`src/rtl/core/assert_macros.svh`:
```
// ----------------------------------------------------------------------------
// assert_macros.svh
// Clocked assertion helpers for the volume normalizer RTL.
// ----------------------------------------------------------------------------
`ifndef ASSERT_MACROS_SVH
`define ASSERT_MACROS_SVH

// check a property on every rising clk edge outside reset
`define AVN_ASSERT_CLK(lbl, prop, msg) \
	lbl: assert property (@(posedge clk) disable iff (!arst_n) prop) else $error(msg);

// check that a condition implies another in the same cycle
`define AVN_ASSERT_IMPL(lbl, ante, cons, msg) \
	`AVN_ASSERT_CLK(lbl, (ante) |-> (cons), msg)

`endif

```
`src/rtl/core/avn_pkg.sv`:
```
// ----------------------------------------------------------------------------
// avn_pkg
// Shared constants and types of the audio volume normalizer.
// ----------------------------------------------------------------------------
package avn_pkg;

	localparam int HIST_DEPTH = 20;
	localparam int MAX_CH     = 8;

	localparam int CH_W    = $clog2(MAX_CH);
	localparam int CNT_W   = $clog2(MAX_CH + 1);
	localparam int SLOT_W  = $clog2(HIST_DEPTH);
	localparam int HIST_AW = $clog2(MAX_CH * HIST_DEPTH);
	localparam int HIST_N  = MAX_CH * HIST_DEPTH;

	localparam int SUM_W   = 60;
	localparam int TOT_W   = 29;
	localparam int LVL_W   = 24;
	localparam int GAIN_W  = 24;

	localparam int SQ_IN_W  = 46;
	localparam int SQ_OUT_W = 23;

	localparam int DIVD_W = 64;
	localparam int DIVS_W = 45;
	localparam int QUO_W  = 32;

	localparam logic [GAIN_W-1:0] UNITY_Q16 = 24'd65536;
	localparam logic [GAIN_W-1:0] GAIN_MAX  = 24'hFFFFFF;
	localparam logic [23:0]       MIN_LEVEL = 24'd655;
	localparam logic [6:0]        VOL_MAX   = 7'd100;
	localparam logic [15:0]       AMP_MAX   = 16'd40960;
	localparam logic [18:0]       DEN_SCALE = 19'd409600;
	localparam logic [31:0]       RECIP5    = 32'hCCCCCCCD;

	localparam int CFG_IDX_W = 3;
	localparam logic [CFG_IDX_W-1:0] CFG_VOLUME    = 3'd0;
	localparam logic [CFG_IDX_W-1:0] CFG_PREAMP    = 3'd1;
	localparam logic [CFG_IDX_W-1:0] CFG_MUTE      = 3'd2;
	localparam logic [CFG_IDX_W-1:0] CFG_NORMALIZE = 3'd3;
	localparam logic [CFG_IDX_W-1:0] CFG_MAX_LEVEL = 3'd4;
	localparam logic [CFG_IDX_W-1:0] CFG_CH_COUNT  = 3'd5;

	typedef struct packed {
		logic [SUM_W-1:0]  sum;
		logic [TOT_W-1:0]  tot;
		logic [GAIN_W-1:0] gain;
	} chan_entry_t;

	localparam int CHAN_W = $bits(chan_entry_t);

endpackage

```
`src/rtl/core/avn_sqrt.sv`:
```
// ----------------------------------------------------------------------------
// avn_sqrt
// Iterative integer square root, one root bit per cycle.
// ----------------------------------------------------------------------------
module avn_sqrt (
	input  logic                         clk,
	input  logic                         arst_n,
	input  logic                         start,
	input  logic [avn_pkg::SQ_IN_W-1:0]  radicand,
	output logic                         done,
	output logic [avn_pkg::SQ_OUT_W-1:0] root
);

	localparam int REM_W = avn_pkg::SQ_OUT_W + 3;
	localparam int CW    = $clog2(avn_pkg::SQ_OUT_W);

	logic [avn_pkg::SQ_IN_W-1:0]  x_q;
	logic [avn_pkg::SQ_OUT_W-1:0] r_q;
	logic [REM_W-1:0]             rem_q;
	logic [CW-1:0]                cnt_q;
	logic                         run_q;
	logic                         done_q;
	logic [REM_W-1:0]             rem_sh;
	logic [REM_W-1:0]             trial;
	logic                         ge;

	assign rem_sh = {rem_q[REM_W-3:0], x_q[avn_pkg::SQ_IN_W-1 -: 2]};
	assign trial  = {1'b0, r_q, 2'b01};
	assign ge     = rem_sh >= trial;
	assign done   = done_q;
	assign root   = r_q;

	always_ff @(posedge clk or negedge arst_n) begin
		if (!arst_n) begin
			run_q  <= 1'b0;
			done_q <= 1'b0;
			cnt_q  <= '0;
		end else begin
			done_q <= 1'b0;
			if (start) begin
				x_q   <= radicand;
				r_q   <= '0;
				rem_q <= '0;
				cnt_q <= '0;
				run_q <= 1'b1;
			end else if (run_q) begin
				x_q   <= {x_q[avn_pkg::SQ_IN_W-3:0], 2'b00};
				rem_q <= ge ? rem_sh - trial : rem_sh;
				r_q   <= {r_q[avn_pkg::SQ_OUT_W-2:0], ge};
				cnt_q <= cnt_q + 1'b1;
				if (cnt_q == CW'(avn_pkg::SQ_OUT_W - 1)) begin
					run_q  <= 1'b0;
					done_q <= 1'b1;
				end
			end
		end
	end

endmodule

```
`config.mk`:
```
export PLATFORM = sky130hd
export DESIGN_NAME = avn_sqrt
export DESIGN_NICKNAME = d
export VERILOG_FILES = /design/src/rtl/core/assert_macros.svh /design/src/rtl/core/avn_pkg.sv /design/src/rtl/core/avn_sqrt.sv
export SDC_FILE = /design/constraint.sdc
export NUM_CORES = 1
export LEC_CHECK = 0
export BUFFER_PORTS_ARGS = -buffer_cell sky130_fd_sc_hd__buf_2
export CORE_AREA = 2 2 109 111
export CTS_CLUSTER_DIAMETER = 30
export DETAILED_ROUTE_END_ITERATION = 8
export DIE_AREA = 0 0 111 113
export HOLD_SLACK_MARGIN = 0.05
export PLACE_DENSITY = 0.81
export SYNTH_ARGS = -nofsm -noshare
export SYNTH_HDL_FRONTEND = slang
export SYNTH_SLANG_ARGS = --single-unit
```
`constraint.sdc`:
```
create_clock -name clk -period 3.1 [get_ports clk]
set_input_delay 0.31 -clock clk [delete_from_list [all_inputs] [get_ports clk]]
set_output_delay 0.31 -clock clk [all_outputs]
set_load 0.005 [all_outputs]
```
==> flow_metrics.tcl <==
set metrics [dict create \
    status "finished clean" \
    firstDrtPassIters 4 \
    drive_gt1_frac 0.267 \
    whs_ps 224 \
    slew_headroom 0.525 \
    cts_buffers 9 \
    cp-end-kind "register" \
    dieArea_mm2 0.0125 \
    vias 4350 \
    layout.nets 677 \
    antennaDiodeCount 0 \
    cts.sinks 100 \
    areaGrowthSynthToFinish_pct 14.9 \
    cts_max_level 3 \
    reg2regPathDepth 10 \
    setup_ws_ps 176 \
    routed_wl_um 12800 \
    die_w_um 111 \
    critPathRequiredTime_ps 3280 \
    crit_type "reg2reg" \
    syn_area_per_cell_um2 11.2 \
    path_clk_slew_ps 70 \
    hold_viol 0 \
    io_buffers 72 \
    grt_pass1_wl_um 21100 \
    antenna_left 0 \
    cts_setup_buffers 0 \
    finalMaxSlewViolations 0 \
    hold_class "in2async" \
    cts_tree "built" \
    start_util 0.523 \
    grt.total_usage 0.208 \
    rsz0062_at_grt "no" \
    grt_overflow 0 \
    ctsHoldBuffers 0 \
    seq_area_frac_synth 0.503 \
    drc 0 \
    via_per_inst 5.81 \
    synth_cells 525 \
    ys_ff_latch 100 \
    initialDrtViolationCount 319 \
    fin_setup_tns_ps 0 \
    async_flop_share 0.0700 \
    dp_hpwl_um 8940 \
    postLayoutCellArea_mm2 0.00678 \
    vdd_ir_drop_max_mv 0.379 \
    cap_violations 0 \
    fillers 873 \
    place_area_mm2 0.00647 \
    fin_crit_ps 2920 \
    routabilityCongestion 0.918 \
    post_drt_wl_per_cell_um 17.0 \
    io_pins 73 \
    cp_max_fo 6 \
    antenna_found_initial 0 \
    grt_pass1_vias 4306 \
    tightest_slew_ps 712 \
    setup_viol 0 \
    post-route-period-util 0.943 \
    worst_ep_arrival_time_ps 3110 \
    place_ws_ps 181 \
    cp-start-kind "register" \
    core_area_mm2 0.0113 \
    finalNonFillerCells 749 \
    cts-root-buf "clkbuf_16" \
    die_h_um 113 \
    clock_path_buffers 2 \
    syn-num-nets 601 \
    synth.distinct_cells 58 \
    row_count 39 \
    synthFlopType "edfxtp_1" \
    finClkSkew_ps 10.7 \
    insertion_delay_ps 350 \
    p_per_area_mw_per_mm2 582 \
    dp_cells 732 \
    grt_max_degree 63 \
    synth_area_mm2 0.00590 \
    power_leakage_uw 0.00290 \
    synth_edf_count 93 \
    ctsResizeCount 0 \
    yosysWarnings 0 \
    fmax_ghz 0.342 \
]
## final timing paths
path	endpoint	start	slack, ps
max	rem_q[20]$_SDFFCE_PP0P_	root[0]$_SDFFCE_PP0P_	180
min reg2reg	x_q[42]$_DFFE_PP_	x_q[40]$_DFFE_PP_	550
min	done$_DFF_PN0_	arst_n	220
min in group clk	x_q[9]$_DFFE_PP_	radicand[9]	260
max in group asynchronous	run_q$_DFF_PN0_	arst_n	2390
max reg2reg	rem_q[20]$_SDFFCE_PP0P_	root[0]$_SDFFCE_PP0P_	180
## layout by cell type (no fill, tap or decap), types with 3 or more instances in the layout
cell type and instances:
a211oi_1 5, a21o_1 10, a21oi_1 23, a311oi_1 16, a31oi_1 4, a32oi_1 3
and2_1 3, and4_1 3, buf_2 71, buf_4 18, clkbuf_16 9, dfrtp_1 6
edfxtp_1 93, ha_1 27, inv_1 30, mux2_2 45, mux2i_1 23, nand2_1 47
nand2b_1 5, nand3_1 4, nand4_1 3, nand4b_1 3, nor2_1 58, nor2b_1 5
nor3_1 4, o211ai_1 6, o21a_1 4, o21ai_0 18, xnor2_1 14, xor2_1 6
## worst max-delay path: stages (launching register included)
cell and delay [ps]:
edfxtp_1 390, inv_1 70, ha_1 360, nor2b_1 180, o31a_1 280, o31a_2 350, o21ai_1 180, a21oi_1 150
o21ai_0 180, or3b_1 380, a311oi_2 230
## flip-flops by register name, indices dropped and copies added (netlist names)
| name | flops |
|---|---|
| rem_q | 24 |
| done | 1 |
| cnt_q | 5 |
| x_q | 46 |
| root | 23 |
| run_q | 1 |
## area by class of cell
type                    count  area, um2  area share
clock buffers               9        225      0.0332
flip-flops and latches    100       2970       0.438
repair buffers             89        490      0.0724
inverters                  31        116      0.0172
multi-input cells         370       2720       0.401
well taps                 143        179      0.0264
clock inverters             7       75.1      0.0111
## through the flow
step	total power, uW	utilization
2_1_floorplan	2500	-
3_3_place_gp	2770	0.574
3_5_place_dp	2800	0.574
4_1_cts	3960	0.600
5_1_grt	4140	0.601
6_report	3940	0.601
## synth_stat cells, drive strengths merged (7+ instances only)
master / instances / share of area
edfxtp: 93 / 0.47
nor2: 59 / 0.039
a311oi: 18 / 0.029
inv: 31 / 0.020
ha: 27 / 0.057
o21ai: 21 / 0.018
a21o: 10 / 0.013
a21oi: 23 / 0.020
dfrtp: 7 / 0.030
xnor2: 14 / 0.021
mux2: 45 / 0.086
mux2i: 23 / 0.039
nand2: 48 / 0.032
clkbuf: 18 / 0.012
## report_power, final
| part | switching (uW) | total, uW | internal, uW |
|---|---|---|---|
| Clock | 509 | 1140 | 632 |
| Sequential | 84.3 | 1720 | 1640 |
| Combinational | 596 | 1080 | 482 |
| Total | 1190 | 3940 | 2750 |
## cells by family after synthesis
| group | Yosys count | synth area share |
|---|---|---|
| AND/OR/NAND/NOR | 146 | 0.116 |
| multiplexers | 68 | 0.125 |
| adder cells (fa/ha/maj) | 27 | 0.0573 |
| AO/OA/AOI/OAI | 109 | 0.132 |
| XOR/XNOR | 20 | 0.0297 |
| buffers and inverters | 55 | 0.0369 |
| flip-flops | 100 | 0.503 |
## per-layer routing
metal  up-vias  part of all wire  wire length (um)  GRT usage
met1      2090              0.43              5520      0.268
met4         0             0.020               250     0.0700
met3        19             0.069               875     0.0605
met2       149              0.48              6100      0.342
met5         -                 0                 0          0
li1       2092                 -                 -          -
(Power assumes the default switching activity.)
