[config.mk]
export PLATFORM = sky130hd
export DESIGN_NAME = avn_ram
export DESIGN_NICKNAME = d
export VERILOG_FILES = /design/src/rtl/core/assert_macros.svh /design/src/rtl/core/avn_ram.sv
export SDC_FILE = /design/constraint.sdc
export NUM_CORES = 1
export LEC_CHECK = 0
export BUFFER_PORTS_ARGS = -buffer_cell sky130_fd_sc_hd__buf_2
export CORE_MARGIN = 2
export CORE_UTILIZATION = 55
export CTS_BUF_LIST = sky130_fd_sc_hd__clkbuf_8
export DETAILED_ROUTE_END_ITERATION = 8
export PLACE_DENSITY_LB_ADDON = 0.25
export SLEW_MARGIN = 20
export SYNTH_ARGS = -nofsm -noshare
export SYNTH_HDL_FRONTEND = slang
export SYNTH_SLANG_ARGS = --single-unit
[constraint.sdc]
create_clock -name clk -period 1.7 [get_ports clk]
set_input_delay 0.34 -clock clk [delete_from_list [all_inputs] [get_ports clk]]
set_output_delay 0.34 -clock clk [all_outputs]
set_load 0.02 [all_outputs]
[src/rtl/core/assert_macros.svh]
// ----------------------------------------------------------------------------
// assert_macros.svh
// Clocked assertion helpers for the volume normalizer RTL.
// ----------------------------------------------------------------------------
`ifndef ASSERT_MACROS_SVH
`define ASSERT_MACROS_SVH

// check a property on every rising clk edge outside reset
`define AVN_ASSERT_CLK(lbl, prop, msg) \
	lbl: assert property (@(posedge clk) disable iff (!arst_n) prop) else $error(msg);

// check that a condition implies another in the same cycle
`define AVN_ASSERT_IMPL(lbl, ante, cons, msg) \
	`AVN_ASSERT_CLK(lbl, (ante) |-> (cons), msg)

`endif

[src/rtl/core/avn_ram.sv]
// ----------------------------------------------------------------------------
// avn_ram
// Generic single-port synchronous RAM with registered read.
// ----------------------------------------------------------------------------
module avn_ram #(
	parameter int WIDTH = 8,
	parameter int DEPTH = 8
) (
	input  logic                     clk,
	input  logic                     we,
	input  logic [$clog2(DEPTH)-1:0] addr,
	input  logic [WIDTH-1:0]         wdata,
	output logic [WIDTH-1:0]         rdata
);

	logic [WIDTH-1:0] mem [DEPTH];

	always_ff @(posedge clk) begin
		if (we) begin
			mem[addr] <= wdata;
		end
		rdata <= mem[addr];
	end

endmodule

==> impl_metrics.prom, run 1 <==
# TYPE chip_impl_metric gauge
chip_impl_info{name="synth.area.top_cells",value="edfxtp_1, mux4_2, dfxtp_1, mux4_1, mux2_4"} 1
chip_impl_metric{name="worst_setup_hold_path_clk_slew",unit="ns"} 0.08
chip_impl_metric{name="combPwrFrac",unit="%"} 6.8
chip_impl_metric{name="postSynthRegisterBits",unit=""} 72
chip_impl_metric{name="arrival",unit="ns"} 1.44
chip_impl_metric{name="dr.first_iter.drc_count",unit=""} 104
chip_impl_metric{name="finalNetCount",unit=""} 188
chip_impl_metric{name="synthCells",unit=""} 129
chip_impl_metric{name="timing.clock.skew",unit="ns"} 0.00713
chip_impl_info{name="run_status",value="complete, no violations"} 1
chip_impl_metric{name="synth_top_area_share",unit="%"} 70.8
chip_impl_metric{name="number_of_nets_still_failing_antenna_checks_after_routing",unit=""} 0
chip_impl_metric{name="clkSinkCount",unit=""} 72
chip_impl_metric{name="number_of_ports_placed_on_the_die_boundary",unit=""} 21
chip_impl_metric{name="finalCritPeriodShare",unit="%"} 81.9
chip_impl_metric{name="drive_above_1_share",unit="%"} 40.0
chip_impl_metric{name="synthesis.area",unit="sq um"} 2720
chip_impl_metric{name="max-cap-violations",unit=""} 0
chip_impl_metric{name="powerDensity",unit="nW/um^2"} 1130
chip_impl_metric{name="pin_count_of_the_biggest_net_entering_global_routing",unit=""} 18
chip_impl_metric{name="slew_headroom",unit="%"} 71.6
chip_impl_metric{name="source_to_sink_clock_delay_at_the_later_pin_of_the_worst_skew_pair",unit="ns"} 0.33
chip_impl_metric{name="synth-seq-area-share",unit="%"} 76.7
chip_impl_metric{name="total_leakage_power",unit="nW"} 1.19
chip_impl_metric{name="cts_buffer_depth",unit=""} 2
chip_impl_metric{name="via_count",unit=""} 1305
chip_impl_info{name="final_common_cell",value="edfxtp_1"} 1
chip_impl_metric{name="drt-total-wl",unit="mm"} 4.60
chip_impl_metric{name="hold-path-cell-count",unit=""} 1
chip_impl_metric{name="initial_core_util",unit="%"} 57.1
chip_impl_metric{name="power_frac_clock",unit="%"} 38.4
chip_impl_metric{name="fp.dieArea",unit="sq um"} 5510
chip_impl_metric{name="vdd.ir_drop.worst",unit="V"} 0.000969
chip_impl_metric{name="setup_violations",unit=""} 0
chip_impl_info{name="rsz_0062_raised_after_global_routing",value="false"} 1
chip_impl_metric{name="wire_length_of_the_first_global_routing_pass",unit="mm"} 7.29
chip_impl_metric{name="timing.critical_path.required",unit="ns"} 1.75
chip_impl_metric{name="viasPerCell",unit=""} 5.28
chip_impl_metric{name="count_of_endpoints_failing_hold_in_the_final_timing_report",unit=""} 0
chip_impl_metric{name="gr-total-overflow",unit=""} 0
chip_impl_metric{name="timing.fmax",unit="MHz"} 718
chip_impl_metric{name="finalCriticalPeriod",unit="ns"} 1.39
chip_impl_info{name="hold_path.class",value="in2reg"} 1
chip_impl_info{name="setup.worst_path.end_class",value="register"} 1
chip_impl_metric{name="globalRouteTotalUtil",unit="%"} 19.8
chip_impl_metric{name="cts_bufs_inserted",unit=""} 9
chip_impl_metric{name="per_instance_average_area_after_synthesis",unit="sq um"} 21.0
chip_impl_metric{name="numPlacedInstances",unit=""} 231
chip_impl_info{name="top_library_cells_by_usage_in_the_layout_fill_and_taps_aside",value="edfxtp_1, buf_4, buf_2"} 1
chip_impl_metric{name="power_switching_share",unit="%"} 20.2
chip_impl_metric{name="floorplan.die.height",unit="microns"} 74.3
chip_impl_metric{name="post_cts_resize_count",unit=""} 0
chip_impl_metric{name="worst-path-max-fanout",unit=""} 13
chip_impl_metric{name="nFillCells",unit=""} 328
chip_impl_metric{name="route.detailed.wl_per_inst",unit="microns"} 18.6
chip_impl_metric{name="internal_power",unit="mW"} 2.93
chip_impl_metric{name="route.detailed.drc",unit=""} 0
chip_impl_metric{name="synth_warnings",unit=""} 0
chip_impl_metric{name="worst-r2r-cell-count",unit=""} 2
chip_impl_info{name="cts_tree",value="done"} 1
chip_impl_metric{name="sequentialPowerShare",unit="%"} 54.8
chip_impl_metric{name="io_buffer_count",unit=""} 20
chip_impl_metric{name="r2r_setup_slack",unit="ns"} 0.41
chip_impl_info{name="start_kind",value="input port"} 1
chip_impl_metric{name="synthesis.nets",unit=""} 142
chip_impl_metric{name="drt_pass_1_iters",unit=""} 5
chip_impl_metric{name="p_sw",unit="mW"} 0.741
chip_impl_metric{name="worst_hold_slack",unit="ns"} 0.275
chip_impl_metric{name="antenna_violations_before_repair",unit=""} 0
chip_impl_metric{name="std_cell_rows",unit=""} 25
chip_impl_info{name="cts.root.buffer_cell",value="clkbuf_8"} 1
chip_impl_metric{name="die_x",unit="microns"} 74.3
chip_impl_metric{name="post_cts_buffers",unit=""} 0
chip_impl_metric{name="hpwl",unit="mm"} 3.09
chip_impl_metric{name="diodes",unit=""} 0
chip_impl_metric{name="flow.area_growth_from_synthesis",unit="%"} 19.1
chip_impl_metric{name="synth_cell_types",unit=""} 28
chip_impl_info{name="synth_top_cell_by_area",value="edfxtp_1"} 1
chip_impl_metric{name="postCtsHoldBufs",unit=""} 0
chip_impl_metric{name="timing_max_transition_violations_final",unit=""} 0
chip_impl_metric{name="tightest_slew",unit="ns"} 0.426
chip_impl_info{name="timing.setup.critical_path_class",value="in2reg"} 1
chip_impl_metric{name="core",unit="sq um"} 4750
chip_impl_metric{name="grt_pass1_vias",unit=""} 1398
chip_impl_metric{name="layout.cells.non_filler",unit=""} 247
chip_impl_metric{name="gpl.final_weighted_congestion",unit=""} 0.818
chip_impl_metric{name="htreeDepth",unit=""} 3
area by class of cell:
cell class / instances / area [sq um] / area share (%)
Sequential cell: 72 / 2080 / 64.4
Timing Repair Buffer: 42 / 278 / 8.59
Clock inverter: 7 / 86.3 / 2.67
Tap cell: 67 / 83.8 / 2.59
Multi-Input combinational cell: 49 / 576 / 17.8
Inverter: 1 / 3.75 / 0.116
Clock buffer: 9 / 124 / 3.83
critical path: stages:
cell and delay, ns:
buf_2 0.36, buf_4 0.28, nand2_1 0.09, nor2_1 0.18
buf_4 0.19
Yosys cell counts:
master / number
edfxtp_1: 64
dfxtp_1: 8
mux4_2: 8
nor2_1: 7
mux2_4: 6
mux4_1: 4
nand2_1: 4
buf_2: 3
mux2_2: 2
mux2i_1: 2
nand2b_1: 2
nand3_1: 2
nor3_1: 2
a211o_1: 1
a21oi_1: 1
a22oi_1: 1
a311oi_1: 1
and3b_1: 1
buf_1: 1
buf_12: 1
buf_6: 1
clkbuf_1: 1
inv_1: 1
mux2_1: 1
nand3b_1: 1
o211a_1: 1
o211ai_1: 1
o221ai_1: 1
metrics by stage:
step | power, mW | util (%) | setup TNS (ns) | setup slack [ns] | area [sq um]
after floorplan | 2.21 | - | -1.39 | -0.0885 | 2720
after global placement | 2.30 | 63.6 | -0.138 | -0.0233 | 3020
after detailed placement | 2.30 | 63.6 | -0.601 | -0.0484 | 3020
after CTS | 3.70 | 68.0 | 0 | 0.292 | 3230
after global routing | 3.81 | 68.0 | 0 | 0.235 | 3230
final | 3.67 | 68.0 | 0 | 0.308 | 3230
kinds of logic after synthesis:
kind of cell | after synthesis | share of synthesized area [%]
buf+inv | 8 | 2.12
flops | 72 | 76.7
mux | 23 | 15.8
simple gates | 19 | 3.32
compound gates | 7 | 2.07
flip-flops by register name, summed over array words and instances, names as in the netlist:
| register | cells |
|---|---|
| mem | 64 |
| rdata | 8 |
power by group through the flow:
stage	combinational (mW)	clock [mW]	sequential (mW)
2_1_floorplan	0.131	0	2.07
3_3_place_gp	0.246	0	2.05
3_5_place_dp	0.252	0	2.05
4_1_cts	0.254	1.43	2.01
5_1_grt	0.271	1.52	2.02
6_report	0.250	1.41	2.01
per-layer routing:
layer | vias to the layer above | GRT usage [%] | wire (microns) | part of all wire, %
met5 | - | 0 | 0 | 0
met4 | 0 | 9.33 | 95 | 2.1
met3 | 7 | 7.59 | 219 | 4.8
met2 | 27 | 31.3 | 2390 | 52
met1 | 653 | 24.6 | 1890 | 41
li1 | 618 | - | - | -
final timing paths:
path | from | endpoint
setup reg to reg | mem[3][7]$_DFFE_PP_ | rdata[7]$_DFF_P_
setup / recovery | addr[0] | mem[3][4]$_DFFE_PP_
hold / removal | wdata[0] | mem[0][0]$_DFFE_PP_
hold reg to reg | mem[0][6]$_DFFE_PP_ | rdata[6]$_DFF_P_
Note: power is estimated with default switching activity, not from simulation.
==> run 2, diff against run 1 <==
Clock period 1.7 ns to 1.15 ns, I/O delays scaled along.
==> run 2 against run 1 <==
The run now ends with setup timing left; sequential cell count unchanged; cell area is 2.7% higher; clock skew shrank 0.00094 ns; final cell count rose by 1.6%; clock power grew 21%; non-clock buffer count rose by 4; sequential power rose by 48%; register-to-register slack got worse by 0.49 ns; sequential share of layout area fell by 1.7 points; die area stayed put; first-iteration DRC count decreased by 9.6%; hold slack got worse by 0.11 ns.
==> impl_metrics.prom, run 2 (synthesis results as in run 1) <==
# TYPE chip_impl_metric gauge
chip_impl_metric{name="power_switching_share",unit="%"} 20.9
chip_impl_metric{name="drt-total-wl",unit="mm"} 4.47
chip_impl_metric{name="worst_setup_hold_path_clk_slew",unit="ns"} 0.07
chip_impl_metric{name="floorplan.die.height",unit="microns"} 74.3
chip_impl_metric{name="arrival",unit="ns"} 1.44
chip_impl_metric{name="grt_util_met2",unit="%"} 31.7
chip_impl_metric{name="viasPerCell",unit=""} 5.27
chip_impl_info{name="top_usage_layer",value="met2"} 1
chip_impl_metric{name="gpl.final_weighted_congestion",unit=""} 0.811
chip_impl_metric{name="hpwl",unit="mm"} 3.14
chip_impl_metric{name="dr.first_iter.drc_count",unit=""} 94
chip_impl_info{name="top_register",value="mem"} 1
chip_impl_metric{name="io_buffer_count",unit=""} 20
chip_impl_metric{name="post_cts_buffers",unit=""} 0
chip_impl_info{name="cts_tree",value="done"} 1
chip_impl_metric{name="slew_headroom",unit="%"} 76.9
chip_impl_info{name="final_common_cell",value="edfxtp_1"} 1
chip_impl_metric{name="global_route.usage.met3",unit="%"} 6.37
chip_impl_metric{name="std_cell_rows",unit=""} 25
chip_impl_metric{name="initial_core_util",unit="%"} 57.1
chip_impl_metric{name="p_sw",unit="mW"} 1.06
chip_impl_info{name="cts.root.buffer_cell",value="clkbuf_8"} 1
chip_impl_metric{name="worst-path-max-fanout",unit=""} 1
chip_impl_metric{name="core",unit="sq um"} 4750
chip_impl_metric{name="sequentialPowerShare",unit="%"} 58.4
chip_impl_metric{name="diodes",unit=""} 0
chip_impl_metric{name="gr-total-overflow",unit=""} 0
chip_impl_metric{name="route.detailed.drc",unit=""} 0
chip_impl_metric{name="number_of_nets_still_failing_antenna_checks_after_routing",unit=""} 0
chip_impl_info{name="worst_r2r_endpoint",value="rdata[4]$_DFF_P_"} 1
chip_impl_metric{name="finalNetCount",unit=""} 192
chip_impl_metric{name="combPwrFrac",unit="%"} 8.2
chip_impl_metric{name="largest_reg_flops",unit=""} 64
chip_impl_metric{name="dpl_worst_slack",unit="ns"} -0.503
chip_impl_metric{name="power_frac_clock",unit="%"} 33.4
chip_impl_metric{name="fin_setup_tns",unit="ns"} -0.428
chip_impl_metric{name="finalCritPeriodShare",unit="%"} 107
chip_impl_info{name="rsz_0062_raised_after_global_routing",value="true"} 1
chip_impl_metric{name="hold-path-cell-count",unit=""} 1
chip_impl_metric{name="wire_length_of_the_first_global_routing_pass",unit="mm"} 6.93
chip_impl_metric{name="r2r_setup_slack",unit="ns"} -0.08
chip_impl_metric{name="total_leakage_power",unit="nW"} 1.20
chip_impl_metric{name="via_count",unit=""} 1323
chip_impl_metric{name="drt_pass_1_iters",unit=""} 4
chip_impl_metric{name="tightest_slew",unit="ns"} 0.346
chip_impl_metric{name="pin_count_of_the_biggest_net_entering_global_routing",unit=""} 14
chip_impl_info{name="hold_path.startpoint",value="wdata[6]"} 1
chip_impl_metric{name="cts_bufs_inserted",unit=""} 9
chip_impl_info{name="violations",value="setup timing"} 1
chip_impl_metric{name="drive_above_1_share",unit="%"} 51.1
chip_impl_metric{name="powerDensity",unit="nW/um^2"} 1530
chip_impl_metric{name="globalRouteTotalUtil",unit="%"} 18.8
chip_impl_metric{name="fp.dieArea",unit="sq um"} 5510
chip_impl_metric{name="finalCriticalPeriod",unit="ns"} 1.23
chip_impl_metric{name="nFillCells",unit=""} 324
chip_impl_metric{name="final_design_area_no_fill",unit="sq um"} 3320
chip_impl_metric{name="antenna_violations_before_repair",unit=""} 0
chip_impl_metric{name="internal_power",unit="mW"} 4.03
chip_impl_metric{name="timing.fmax",unit="MHz"} 813
chip_impl_info{name="setup.worst_path.end_class",value="register"} 1
chip_impl_metric{name="worst-r2r-cell-count",unit=""} 2
chip_impl_metric{name="flow.area_growth_from_synthesis",unit="%"} 22.3
chip_impl_metric{name="count_of_endpoints_failing_hold_in_the_final_timing_report",unit=""} 0
chip_impl_metric{name="timing_max_transition_violations_final",unit=""} 0
chip_impl_metric{name="max-cap-violations",unit=""} 0
chip_impl_metric{name="postPlaceCellArea",unit="sq um"} 3140
chip_impl_metric{name="setup_violations",unit=""} 6
chip_impl_metric{name="timing.clock.skew",unit="ns"} 0.00619
chip_impl_metric{name="number_of_ports_placed_on_the_die_boundary",unit=""} 21
chip_impl_info{name="regToRegStartpoint",value="mem[3][4]$_DFFE_PP_"} 1
chip_impl_info{name="top_library_cells_by_usage_in_the_layout_fill_and_taps_aside",value="edfxtp_1, buf_4, buf_2"} 1
chip_impl_metric{name="grt_pass1_vias",unit=""} 1347
chip_impl_metric{name="groute.layer.met1.usage",unit="%"} 22.6
chip_impl_info{name="biggestRegsByFlops",value="mem: 64 flops, rdata: 8 flops"} 1
chip_impl_info{name="timing.setup.critical_path_class",value="reg2reg"} 1
chip_impl_metric{name="cts_buffer_depth",unit=""} 2
chip_impl_info{name="run_status",value="finished with violations"} 1
chip_impl_metric{name="vdd.ir_drop.worst",unit="V"} 0.00156
chip_impl_metric{name="clkSinkCount",unit=""} 72
chip_impl_info{name="hold_path.class",value="in2reg"} 1
chip_impl_info{name="hold_end",value="mem[3][6]$_DFFE_PP_"} 1
chip_impl_info{name="start_kind",value="register"} 1
chip_impl_metric{name="route.detailed.wl_per_inst",unit="microns"} 17.8
chip_impl_metric{name="timing.critical_path.required",unit="ns"} 1.37
chip_impl_metric{name="postCtsHoldBufs",unit=""} 0
chip_impl_metric{name="postLayoutSetupSlackWorst",unit="ns"} -0.0794
chip_impl_metric{name="htreeDepth",unit=""} 3
chip_impl_metric{name="source_to_sink_clock_delay_at_the_later_pin_of_the_worst_skew_pair",unit="ns"} 0.33
chip_impl_metric{name="die_x",unit="microns"} 74.3
run 2: repair_timing:
item / 4_1_cts / 5_1_grt
pin swaps: 0 / 2
setup endpoints to repair: 56 / 35
resized for setup: 4 / 4
run 2: worst max path at each step:
| stage | start | endpoint | depth (start not counted) |
|---|---|---|---|
| floorplan | addr[0] | rdata[3]$_DFF_P_ | 4 |
| global route | mem[7][1]$_DFFE_PP_ | rdata[1]$_DFF_P_ | 2 |
| global placement | addr[0] | mem[1][0]$_DFFE_PP_ | 5 |
| detailed placement | addr[0] | rdata[5]$_DFF_P_ | 5 |
| CTS | mem[3][4]$_DFFE_PP_ | rdata[4]$_DFF_P_ | 2 |
| finish | mem[3][4]$_DFFE_PP_ | rdata[4]$_DFF_P_ | 2 |
run 2: worst max-delay path, cell delays in order, from the launching register on:
cell      delay [ns]
edfxtp_1        0.36
mux4_2          0.48
mux2_4          0.28
run 2: per-layer routing:
metal / vias to the layer above / part of all wire [%] / wire [microns]
met1: 657 / 43 / 1920
met4: 0 / 1.4 / 63
met5: - / 0 / 0
met3: 7 / 3.1 / 137
li1: 623 / - / -
met2: 36 / 53 / 2360
run 2: layout make-up:
class	instances	area, sq um	share of cell area, %
clock buffer	11	151	4.56
clock inverter	5	25.0	0.754
inverter	1	3.75	0.113
multi-input combinational	49	657	19.8
sequential	72	2080	62.7
tap	67	83.8	2.52
timing repair buffer	46	318	9.57
run 2: power groups by stage:
stage	Clock (mW)	Sequential (mW)	Combinational [mW]
2_1_floorplan	0	3.07	0.234
3_3_place_gp	0	3.03	0.399
3_5_place_dp	0	3.03	0.411
4_1_cts	1.74	2.98	0.417
5_1_grt	1.86	2.98	0.450
6_report	1.70	2.97	0.418
run 2: metrics by stage:
step           cells  total power [mW]  util (%)  hold WS, ns
2_1_floorplan    129              3.30         -        0.329
3_3_place_gp     235              3.43      66.1        0.487
3_5_place_dp     235              3.44      66.1        0.492
4_1_cts          251              5.13      69.6        0.142
5_1_grt          251              5.29      69.8        0.158
6_report         251              5.09      69.8        0.161
