==> src/rtl/core/assert_macros.svh <==
// ----------------------------------------------------------------------------
// assert_macros.svh
// Clocked assertion helpers for the volume normalizer RTL.
// ----------------------------------------------------------------------------
`ifndef ASSERT_MACROS_SVH
`define ASSERT_MACROS_SVH

// check a property on every rising clk edge outside reset
`define AVN_ASSERT_CLK(lbl, prop, msg) \
	lbl: assert property (@(posedge clk) disable iff (!arst_n) prop) else $error(msg);

// check that a condition implies another in the same cycle
`define AVN_ASSERT_IMPL(lbl, ante, cons, msg) \
	`AVN_ASSERT_CLK(lbl, (ante) |-> (cons), msg)

`endif

==> src/rtl/core/avn_pkg.sv <==
// ----------------------------------------------------------------------------
// avn_pkg
// Shared constants and types of the audio volume normalizer.
// ----------------------------------------------------------------------------
package avn_pkg;

	localparam int HIST_DEPTH = 20;
	localparam int MAX_CH     = 8;

	localparam int CH_W    = $clog2(MAX_CH);
	localparam int CNT_W   = $clog2(MAX_CH + 1);
	localparam int SLOT_W  = $clog2(HIST_DEPTH);
	localparam int HIST_AW = $clog2(MAX_CH * HIST_DEPTH);
	localparam int HIST_N  = MAX_CH * HIST_DEPTH;

	localparam int SUM_W   = 60;
	localparam int TOT_W   = 29;
	localparam int LVL_W   = 24;
	localparam int GAIN_W  = 24;

	localparam int SQ_IN_W  = 46;
	localparam int SQ_OUT_W = 23;

	localparam int DIVD_W = 64;
	localparam int DIVS_W = 45;
	localparam int QUO_W  = 32;

	localparam logic [GAIN_W-1:0] UNITY_Q16 = 24'd65536;
	localparam logic [GAIN_W-1:0] GAIN_MAX  = 24'hFFFFFF;
	localparam logic [23:0]       MIN_LEVEL = 24'd655;
	localparam logic [6:0]        VOL_MAX   = 7'd100;
	localparam logic [15:0]       AMP_MAX   = 16'd40960;
	localparam logic [18:0]       DEN_SCALE = 19'd409600;
	localparam logic [31:0]       RECIP5    = 32'hCCCCCCCD;

	localparam int CFG_IDX_W = 3;
	localparam logic [CFG_IDX_W-1:0] CFG_VOLUME    = 3'd0;
	localparam logic [CFG_IDX_W-1:0] CFG_PREAMP    = 3'd1;
	localparam logic [CFG_IDX_W-1:0] CFG_MUTE      = 3'd2;
	localparam logic [CFG_IDX_W-1:0] CFG_NORMALIZE = 3'd3;
	localparam logic [CFG_IDX_W-1:0] CFG_MAX_LEVEL = 3'd4;
	localparam logic [CFG_IDX_W-1:0] CFG_CH_COUNT  = 3'd5;

	typedef struct packed {
		logic [SUM_W-1:0]  sum;
		logic [TOT_W-1:0]  tot;
		logic [GAIN_W-1:0] gain;
	} chan_entry_t;

	localparam int CHAN_W = $bits(chan_entry_t);

endpackage

==> src/rtl/core/avn_div.sv <==
// ----------------------------------------------------------------------------
// avn_div
// Restoring divider, one quotient bit per cycle; the quotient must fit.
// ----------------------------------------------------------------------------
module avn_div (
	input  logic                       clk,
	input  logic                       arst_n,
	input  logic                       start,
	input  logic [avn_pkg::DIVD_W-1:0] dividend,
	input  logic [avn_pkg::DIVS_W-1:0] divisor,
	output logic                       done,
	output logic [avn_pkg::QUO_W-1:0]  quotient
);

	localparam int QW = avn_pkg::QUO_W;
	localparam int SW = avn_pkg::DIVS_W;
	localparam int CW = $clog2(QW);

	logic [SW-1:0] rem_q;
	logic [SW-1:0] dvs_q;
	logic [QW-1:0] lo_q;
	logic [QW-1:0] q_q;
	logic [CW-1:0] cnt_q;
	logic          run_q;
	logic          done_q;
	logic [SW:0]   t;
	logic          ge;

	assign t        = {rem_q, lo_q[QW-1]};
	assign ge       = t >= {1'b0, dvs_q};
	assign done     = done_q;
	assign quotient = q_q;

	always_ff @(posedge clk or negedge arst_n) begin
		if (!arst_n) begin
			run_q  <= 1'b0;
			done_q <= 1'b0;
			cnt_q  <= '0;
		end else begin
			done_q <= 1'b0;
			if (start) begin
				rem_q <= SW'(dividend[avn_pkg::DIVD_W-1:QW]);
				lo_q  <= dividend[QW-1:0];
				dvs_q <= divisor;
				q_q   <= '0;
				cnt_q <= '0;
				run_q <= 1'b1;
			end else if (run_q) begin
				rem_q <= ge ? SW'(t - {1'b0, dvs_q}) : SW'(t);
				lo_q  <= {lo_q[QW-2:0], 1'b0};
				q_q   <= {q_q[QW-2:0], ge};
				cnt_q <= cnt_q + 1'b1;
				if (cnt_q == CW'(QW - 1)) begin
					run_q  <= 1'b0;
					done_q <= 1'b1;
				end
			end
		end
	end

endmodule

==> config.mk <==
export PLATFORM = sky130hd
export DESIGN_NAME = avn_div
export DESIGN_NICKNAME = d
export VERILOG_FILES = /design/src/rtl/core/assert_macros.svh /design/src/rtl/core/avn_pkg.sv /design/src/rtl/core/avn_div.sv
export SDC_FILE = /design/constraint.sdc
export NUM_CORES = 1
export LEC_CHECK = 0
export CAP_MARGIN = 20
export CELL_PAD_IN_SITES_DETAIL_PLACEMENT = 0
export CELL_PAD_IN_SITES_GLOBAL_PLACEMENT = 2
export CORE_MARGIN = 4
export CORE_UTILIZATION = 35
export CTS_BUF_LIST = sky130_fd_sc_hd__clkbuf_8
export CTS_CLUSTER_SIZE = 40
export DETAILED_ROUTE_END_ITERATION = 6
export DONT_BUFFER_PORTS = 1
export PLACE_DENSITY = 0.67
export SETUP_SLACK_MARGIN = 0.02
export SLEW_MARGIN = 25
export SYNTH_ARGS = -nofsm -noshare
export SYNTH_HDL_FRONTEND = slang
export SYNTH_SLANG_ARGS = --single-unit
==> constraint.sdc <==
create_clock -name clk -period 7.5 [get_ports clk]
set_input_delay 1.125 -clock clk [delete_from_list [all_inputs] [get_ports clk]]
set_output_delay 1.125 -clock clk [all_outputs]
set_load 0.01 [all_outputs]
==> results of run 1 <==
power groups by stage:
stage,registers (mW),logic (mW),clock network [mW]
3_3_place_gp,1.16,0.784,0
4_1_cts,1.14,0.785,0.736
6_report,1.14,0.779,0.711
3_5_place_dp,1.16,0.779,0
2_1_floorplan,1.15,0.622,0
5_1_grt,1.15,0.875,0.779
cell usage after synthesis, drive strengths merged, types with 6 or more instances:
library cell and n:
ha 47, clkbuf 25, a21oi 72, o21bai 13, nand2b 8, buf 21
o21ai 52, edfxtp 154, o21a 6, xor2 28, and3 7, nand4 14
inv 59, a21o 27, nor3 12, nor2 103, mux2 31, nand2 67
xnor2 14, dfrtp 7, a32oi 6, mux2i 37, and2 7, a211oi 9
nand3 11, a2111oi 6
worst paths after layout:
| check | start | end | slack, ns | cells past startpoint |
|---|---|---|---|---|
| max | rem_q[20]$_DFFE_PP_ | rem_q[38]$_SDFFCE_PP0P_ | 3.82 | 9 |
| min | arst_n | done$_DFF_PN0_ | 0.33 | 0 |
| max reg2reg | rem_q[20]$_DFFE_PP_ | rem_q[38]$_SDFFCE_PP0P_ | 3.82 | 9 |
| min reg2reg | cnt_q[4]$_DFFE_PN0N_ | cnt_q[4]$_DFFE_PN0N_ | 0.54 | 2 |
| max in group asynchronous | arst_n | cnt_q[4]$_DFFE_PN0N_ | 7.04 | 0 |
| min in group clk | cnt_q[4]$_DFFE_PN0N_ | cnt_q[4]$_DFFE_PN0N_ | 0.54 | 2 |
logic make-up (layout without fill, tap and decap cells):
kind of cell / after synthesis / count (layout) / share of synthesized area
mux: 68 / 68 / 0.07413
fa+ha+maj: 48 / 48 / 0.06265
xor+xnor: 42 / 42 / 0.03790
flops: 161 / 161 / 0.4945
buf+inv: 105 / 97 / 0.04602
simple gates: 250 / 250 / 0.1176
compound gates: 238 / 238 / 0.1672
layout by cell type, fill, tap and decap left out, types with 28 or more instances in the layout:
cell / instances
xor2_1: 28
inv_1: 59
nand2_1: 67
o21ai_0: 49
edfxtp_1: 154
mux2_2: 31
mux2i_1: 37
nor2_1: 102
a21oi_1: 72
ha_1: 47
routing by layer:
layer	global-route usage	routed length (um)
met1	0.2307	12330
met3	0.04611	1291
met4	0.03895	246
met2	0.2572	11340
met5	0	29
registers in the layout, indices dropped and copies added (netlist names):
signal    flops
lo_q         32
run_q         1
quotient     32
cnt_q         5
dvs_q        45
rem_q        45
done          1
cell type report:
class / count / area, um^2
clock inverter: 15 / 195.2
inverter: 59 / 221.5
multi-input combinational: 646 / 4471
timing repair buffer: 6 / 45.04
sequential: 161 / 4801
clock buffer: 17 / 234.0
fill: 2685 / 16670
tap: 372 / 465.4
critical path: cells and delay by family (launching register included):
kind | cells | cell delay [ns]
AND/OR/NAND/NOR | 6 | 2.04
AO/OA/AOI/OAI | 2 | 0.64
adder cells (fa/ha/maj) | 1 | 0.43
flip-flops | 1 | 0.40
metrics by stage:
| stage | std cells | hold WS, ns | area (um^2) | util | setup slack [ns] |
|---|---|---|---|---|---|
| after floorplan | 912 | 0.4930 | 9706 | - | 2.661 |
| after global placement | 1244 | 0.5103 | 10000 | 0.3690 | 3.933 |
| after detailed placement | 1244 | 0.5299 | 10000 | 0.3691 | 3.883 |
| after CTS | 1276 | 0.2885 | 10430 | 0.3849 | 3.809 |
| after global routing | 1276 | 0.2764 | 10430 | 0.3849 | 3.514 |
| final | 1276 | 0.3289 | 10430 | 0.3849 | 3.816 |
==> results.cfg, run 1 <==
[outcome]
outcome = complete, no violations

[clocking]
cts_resized = 0
cts.clk_slew.worst_paths_ns = 0.12
clk_path_buf_depth = 2
clock_latency_ns = 0.48
cts_made_buffers = 17
cts_root_buf = clkbuf_8
cts_hold_buf = 0
htreeDepth = 4
post-cts-setup-buffers = 0
tritoncts = done
clock_sinks = 161

[power]
leakagePower_nw = 4.229
swShare = 0.3504
power.total_mw = 2.632
peakVddDrop_mv = 0.2154
clkPwrFrac = 0.270
p_int_mw = 1.710
switchingPower_mw = 0.9223
pwr-share-comb = 0.296
p_per_area_nw_per_um2 = 252.3
power_frac_seq = 0.434

[timing]
timing.fmax_mhz = 271.4
max_slew_margin = 0.4078
finalCriticalPeriod_ns = 3.684
finClkSkew_ns = 0.02652
setup_violations = 0
hold_violations = 0
rsz0062_at_grt = false
min_period_over_period = 0.4912
setup_tns_ns = 0
maxSlewViolCount = 0
worstMarginPinSlew_ns = 0.8883

[critical_path]
critical_path.startpoint_type = register
cp_slowest_cell = nor2_4
cp.required_ns = 7.79
cp_slowest_stage_delay_ns = 0.69
cpMostUsedCell = nand2_1
cp.arrival_ns = 3.98
cp_cell_sequence = ha_1 > nand4_1 > nor3_2 > nand2_1 > o31ai_4 > nor2_1 > nor2_4 > nand2_1 > o21ai_0
critPathMaxFanout = 28
worstSetupPathType = reg2reg
endpoint_kind = register

[synthesis]
ys.warnings.count = 0
ys.flop_type = edfxtp_1
yosysTopAreaCell = edfxtp_1
syn-cell-area_um2 = 9706
synth_edf_count = 154
synth_cell_type_count = 69
async_flop_share = 0.04348
seq_area_frac_synth = 0.4945
synth.area.top_cells = edfxtp_1, ha_1, nor2_1, mux2i_1, a21oi_1
synth_fp_nets = 1072
synth_top_area_frac = 0.4765
ys_ff_latch = 161
syn-instance-count = 912
syn_avg_cell_area_um2 = 10.64

[grt]
grt_overflow = 0
grt_max_degree = 122
grt.total_usage = 0.1655
grt_pass1_vias = 7040
grt_antenna_before_repair = 2
grt_pass1_wl_um = 40050

[drt]
antenna_left = 0
wl_um = 25230
drt_first_pass_iters = 5
drt_iter0_drc = 379
vias = 6780
vias_per_cell = 5.313
post_drt_wl_per_cell_um = 19.78
drcViolationCount = 0

[worst_hold_path]
holdCritPathClass = in2async

[floorplanning]
die_area_um2 = 30460
io_pins = 145
die-height_um = 174.5
std_cell_rows = 60
fp.dieW_um = 174.5
start_util = 0.3581
core_area_um2 = 27100

[final_layout]
antennaDiodeCount = 0
drive_gt1_frac = 0.09956
fin_nets = 1051
area.growth.synth_to_final_pct = 7.490

[placement]
post-dp-hpwl_um = 17390
routabilityCongestion = 0.8116
io_buffer_count = 0

[run]
drv_cap = 0
(Power assumes the default switching activity.)
==> run 2, diff against run 1 <==
==> constraint.sdc (replaced) <==
create_clock -name clk -period 3.4 [get_ports clk]
set_input_delay 0.51 -clock clk [delete_from_list [all_inputs] [get_ports clk]]
set_output_delay 0.51 -clock clk [all_outputs]
set_load 0.01 [all_outputs]
==> run 2 against run 1 <==
Die area is the same. Highest routed layer is now met4. Count of clock-buffer cells in the layout is the same. Cell count grew 2.7%. Clock power grew 110%. Sequential power grew 120%. First-iteration DRC count grew 5.3%. Fmax grew 17%. Non-clock buffer count grew 34. Final area grew 3.2%. Routed wire length shrank 0.53%. Critical path depth grew 3. Global-route usage shrank 0.18 points.
==> results.cfg, run 2 (synthesized netlist as in run 1, its figures left out) <==
[drt]
vias = 6946
drcViolationCount = 0
wl_um = 25100
post_drt_wl_per_cell_um = 19.16
antenna_left = 0
vias_per_cell = 5.302
drt_iter0_drc = 399
drt_first_pass_iters = 5

[clocking]
cts.clk_slew.worst_paths_ns = 0.11
clock_sinks = 161
cts_made_buffers = 17
clock_latency_ns = 0.48
clk_path_buf_depth = 2
cts_root_buf = clkbuf_8
htreeDepth = 4
tritoncts = done

[power]
leakagePower_nw = 4.394
p_per_area_nw_per_um2 = 547.9
peakVddDrop_mv = 0.3525

[grt]
grt_antenna_before_repair = 0
grt.total_usage = 0.1637
grt_pass1_vias = 7190
grt_max_degree = 122
grt_pass1_wl_um = 39810
grt_overflow = 0

[final_layout]
seq_area_um2 = 4801
drive_gt1_frac = 0.1514
layout_commonest_cell = edfxtp_1
area.growth.synth_to_final_pct = 10.93
reg.largest.list = dvs_q x45, rem_q x45
multi_input_area_um2 = 4541
antennaDiodeCount = 0
final_cell_mix = edfxtp_1, nor2_1, a21oi_1
fin_nets = 1085
fillerInstances = 2697

[critical_path]
rrSetupSlack_ns = 0.26
endpoint_kind = register
critPathMaxFanout = 16
worstSetupPathType = reg2reg
critical_path.startpoint_type = register
cp.required_ns = 3.61
cp.arrival_ns = 3.35

[timing]
finalCriticalPeriod_ns = 3.139
worstMarginPinSlew_ns = 0.6913
max_slew_margin = 0.5391
rsz0062_at_grt = false
min_period_over_period = 0.9234
setup_violations = 0
setup_tns_ns = 0
hold_violations = 0
finClkSkew_ns = 0.02472
timing.fmax_mhz = 318.5
fin_ws_ns = 0.2605
maxSlewViolCount = 0

[worst_hold_path]
holdCritPathClass = in2reg

[placement]
post-dp-hpwl_um = 17870
dp_slack_ns = 0.06879
routabilityCongestion = 0.8677
io_buffer_count = 0

[floorplanning]
die_area_um2 = 30460
core_area_um2 = 27100
fp.dieW_um = 174.5
std_cell_rows = 60
io_pins = 145
die-height_um = 174.5
start_util = 0.3581

[run]
drv_cap = 0

[outcome]
outcome = complete, no violations
-- run 2: cell types whose count changed in the layout (fill, tap and decap cells not counted), moves of 2 or more --
cell	delta
a21oi_1	-3
a21oi_2	+3
buf_4	+29
ha_1	-7
a2111oi_1	+2
buf_6	+2
clkinv_2	+3
ha_2	+7
a2111oi_0	-2
o21ai_0	-2
inv_8	-3
o21ai_2	+2
-- run 2: layout make-up --
type,instances,share of cell area
Inverter,59,0.02057
Tap cell,372,0.04323
Clock buffer,17,0.02173
Timing Repair Buffer,40,0.03068
Multi-Input combinational cell,646,0.4217
Sequential cell,161,0.4459
Clock inverter,15,0.01615
-- run 2: power by group --
part,internal (mW),switching [mW]
sequential,2.41,0.112
clock,0.676,0.833
combinational,0.797,1.07
total,3.88,2.02
-- run 2: per-layer routing --
layer	GRT usage	vias to the layer above	part of all wire
li1	-	3383	-
met1	0.2195	3411	0.48
met2	0.2598	134	0.46
met3	0.04937	18	0.054
met4	0.04255	0	0.012
met5	0	-	0
-- run 2: per-stage QoR --
| stage | total power [mW] | hold WS, ns | cell area, um^2 | cells | utilization |
|---|---|---|---|---|---|
| after global routing | 6.295 | 0.06292 | 10770 | 1310 | 0.3973 |
| after floorplan | 3.903 | 0.2144 | 9708 | 912 | - |
| after CTS | 5.921 | 0.06358 | 10670 | 1309 | 0.3938 |
| after detailed placement | 4.376 | 0.2185 | 10250 | 1276 | 0.3783 |
| after global placement | 4.369 | 0.2195 | 10250 | 1276 | 0.3783 |
| final | 5.899 | 0.1188 | 10770 | 1310 | 0.3973 |
-- run 2: final timing paths --
check / end / cells past startpoint / startpoint
worst max-delay path: rem_q[6]$_DFFE_PP_ / 12 / rem_q[26]$_DFFE_PP_
worst min-delay path: dvs_q[13]$_DFFE_PP_ / 0 / divisor[13]
worst max register to register: rem_q[6]$_DFFE_PP_ / 12 / rem_q[26]$_DFFE_PP_
worst min register to register: cnt_q[4]$_DFFE_PN0N_ / 2 / cnt_q[4]$_DFFE_PN0N_
max in group asynchronous: run_q$_DFF_PN0_ / 1 / arst_n
min in group asynchronous: cnt_q[2]$_DFFE_PN0N_ / 1 / arst_n
-- run 2: what timing repair did --
| action | 4_1_cts | 5_1_grt |
|---|---|---|
| endpoints found under the hold margin | 7 | 0 |
| resized for setup | 0 | 27 |
| setup endpoints to repair | 0 | 38 |
| hold buffers | 1 | 0 |
| buffers inserted | 0 | 1 |
-- run 2: critical path, cell delays in order (launching register included) --
cell	delay, ns
edfxtp_1	0.40
ha_2	0.37
a21o_1	0.20
a21o_1	0.18
a221o_1	0.38
and2_4	0.17
a2111oi_4	0.39
or2_4	0.21
buf_6	0.17
buf_12	0.15
nor2_1	0.05
a21oi_1	0.12
o21ai_0	0.08
==> run 3, diff against run 2 <==
--- a/config.mk
+++ b/config.mk
@@ -5,6 +5,7 @@
 export SDC_FILE = /design/constraint.sdc
 export NUM_CORES = 1
 export LEC_CHECK = 0
+export ABC_AREA = 1
 export CAP_MARGIN = 20
 export CELL_PAD_IN_SITES_DETAIL_PLACEMENT = 0
 export CELL_PAD_IN_SITES_GLOBAL_PLACEMENT = 2
@@ -14,7 +15,7 @@
 export CTS_CLUSTER_SIZE = 40
 export DETAILED_ROUTE_END_ITERATION = 6
 export DONT_BUFFER_PORTS = 1
-export PLACE_DENSITY = 0.67
+export PLACE_DENSITY = 0.75
 export SETUP_SLACK_MARGIN = 0.02
 export SLEW_MARGIN = 25
 export SYNTH_ARGS = -nofsm -noshare
==> run 3 against run 2 <==
Routed wire length rose by 25%. Sequential cell count did not move. Cell count grew 41%. Sequential power hardly changed. Setup slack gained 0.31 ns.
==> results.cfg, run 3 <==
[outcome]
outcome = complete, no violations

[synthesis]
async_flop_share = 0.04348
synth_top_area_frac = 0.4315
synth_edf_count = 154
syn-instance-count = 1453
syn_avg_cell_area_um2 = 7.376
ys.warnings.count = 0
yosysMostFrequentCell = nand2_1
synth_fp_nets = 1613
ys.flop_type = edfxtp_1
seq_area_frac_synth = 0.4478
synth_top_cells_by_count = nand2_1, inv_1, edfxtp_1
ys_ff_latch = 161
synth.area.top_cells = edfxtp_1, nand2_1, inv_1, ha_1, nand3_1
synth_cell_type_count = 34
syn-cell-area_um2 = 10720
yosysTopAreaCell = edfxtp_1

[critical_path]
cp_slowest_cell = edfxtp_1
cp_cell_sequence = ha_1 > nand2_1 > inv_1 > a21oi_1 > nand2_1 > a21oi_1 > nand2_1 > nand2_1 > buf_4 > nand3b_1 > nand2_1 > inv_1 > nand2_1 > nand2_1
rrSetupSlack_ns = 0.57
timing.rr.end = rem_q[38]$_SDFFCE_PP0P_
critical_path.startpoint_type = register
cp_num_buf_inv = 3
cp.arrival_ns = 3.08
cp_slowest_stage_delay_ns = 0.40
path_delay_family = simple AND/OR/NAND/NOR gates
critPathCapture = rem_q[38]$_SDFFCE_PP0P_
reg2regPathDepth = 14
critPathLaunch = rem_q[19]$_DFFE_PP_
cpMostUsedCell = nand2_1
worstSetupPathType = reg2reg
critPathMaxFanout = 21
endpoint_kind = register
regToRegStartpoint = rem_q[19]$_DFFE_PP_
cp.required_ns = 3.65
path_depth = 14

[floorplanning]
die-height_um = 183.0
fp.dieW_um = 183.0
io_pins = 145
std_cell_rows = 63
start_util = 0.3578
core_area_um2 = 29950
die_area_um2 = 33490

[drt]
met3WireLength_um = 1631
vias_per_cell = 4.707
met1Wirelength_um = 15560
drt_first_pass_iters = 4
top_layer = met5
vias = 8713
post_drt_wl_per_cell_um = 16.92
met2_length_um = 13730
wl_um = 31310
drcViolationCount = 0
antenna_left = 0
drt_iter0_drc = 503

[final_layout]
drive_gt1_frac = 0.04175
area.growth.synth_to_final_pct = 7.110
fillerInstances = 3276
layout_commonest_cell = nand2_1
fin_nets = 1608
final_cell_mix = nand2_1, inv_1, edfxtp_1
reg.largest.list = dvs_q x45, rem_q x45
antennaDiodeCount = 0

[timing]
hold_violations = 0
maxSlewViolCount = 0
worstMarginPinSlew_ns = 0.9912
max_slew_margin = 0.3385
finClkSkew_ns = 0.01711
rsz0062_at_grt = false
setup_violations = 0
finalCriticalPeriod_ns = 2.830
min_period_over_period = 0.8324
timing.fmax_mhz = 353.3
setup_tns_ns = 0

[run]
drv_cap = 0

[clocking]
clk_path_buf_depth = 2
cts_root_buf = clkbuf_8
tritoncts = done
clock_sinks = 161
cts_made_buffers = 17
cts.clk_slew.worst_paths_ns = 0.09
cts_resized = 0
clock_latency_ns = 0.49
htreeDepth = 4

[worst_hold_path]
holdCritPathClass = in2reg
holdPathStages = 1

[power]
power.total_mw = 5.739
p_per_area_nw_per_um2 = 500.0
peakVddDrop_mv = 0.3429
leakagePower_nw = 5.684

[grt]
grt.total_usage = 0.1897
grt_pass1_vias = 8971
grt_pass1_wl_um = 49750
grt_max_degree = 70
grt_antenna_before_repair = 2
grt_overflow = 0

[placement]
io_buffer_count = 0
post-dp-hpwl_um = 24000
routabilityCongestion = 0.8787
==> run 3: cell types whose count changed in the layout (fill, tap and decap cells not counted), moves of 28 or more <==
cell / previous run / this run
nand3_1: 10 / 87
nand2_1: 67 / 572
a21oi_1: 69 / 38
inv_1: 59 / 260
mux2_2: 31 / 0
o22ai_1: 2 / 30
o21ai_0: 47 / 15
mux2i_1: 37 / 0
==> run 3: final cells by class <==
cell class / instances / area, um^2 / area share
Clock inverter: 15 / 125.1 / 0.01090
Multi-Input combinational cell: 990 / 4747 / 0.4135
Clock buffer: 17 / 234.0 / 0.02038
Timing Repair Buffer: 10 / 77.57 / 0.006757
Tap cell: 390 / 488.0 / 0.04251
Sequential cell: 161 / 4800 / 0.4181
Inverter: 268 / 1008 / 0.08785
==> run 3: metrics by stage <==
stage	setup slack, ns	hold slack [ns]	utilization	cells	cell area, um^2
global placement	0.6106	0.2165	0.3708	1818	11110
floorplan	0.2302	0.2144	-	1453	10720
finish	0.5699	0.09881	0.3833	1851	11480
global route	0.3348	0.05574	0.3833	1851	11480
CTS	0.5827	0.05016	0.3833	1851	11480
detailed placement	0.6127	0.2168	0.3709	1818	11110
==> run 3: worst min path at each step <==
stage | start | to | slack, ns
2_1_floorplan | arst_n | cnt_q[0]$_DFFE_PN0N_ | 0.21
3_3_place_gp | arst_n | cnt_q[0]$_DFFE_PN0N_ | 0.22
3_5_place_dp | arst_n | cnt_q[1]$_DFFE_PN0N_ | 0.22
4_1_cts | start | done$_DFF_PN0_ | 0.05
5_1_grt | start | done$_DFF_PN0_ | 0.06
6_report | start | done$_DFF_PN0_ | 0.1
==> run 3: metal layers <==
metal	global-route usage	vias up
met5	0	-
met1	0.2642	3964
li1	-	4557
met2	0.3004	169
met4	0.04112	2
met3	0.04839	21
==> run 3: cells by family (layout without fill, tap and decap cells) <==
kind of cell | count (synthesis) | count (layout) | synth area share
simple gates | 806 | 806 | 0.3063
compound gates | 113 | 113 | 0.05965
xor+xnor | 23 | 23 | 0.01880
fa+ha+maj | 48 | 48 | 0.05674
buf+inv | 302 | 310 | 0.1107
flops | 161 | 161 | 0.4478
==> run 3: power breakdown <==
part	switching (mW)	total, mW	internal [mW]
sequential	0.101	2.50	2.40
combinational	1.25	1.88	0.626
clock	0.834	1.36	0.525
==> run 3: what timing repair did <==
action	4_1_cts	5_1_grt
hold buffers	1	0
hold endpoints to repair	7	0
buffers inserted	0	0
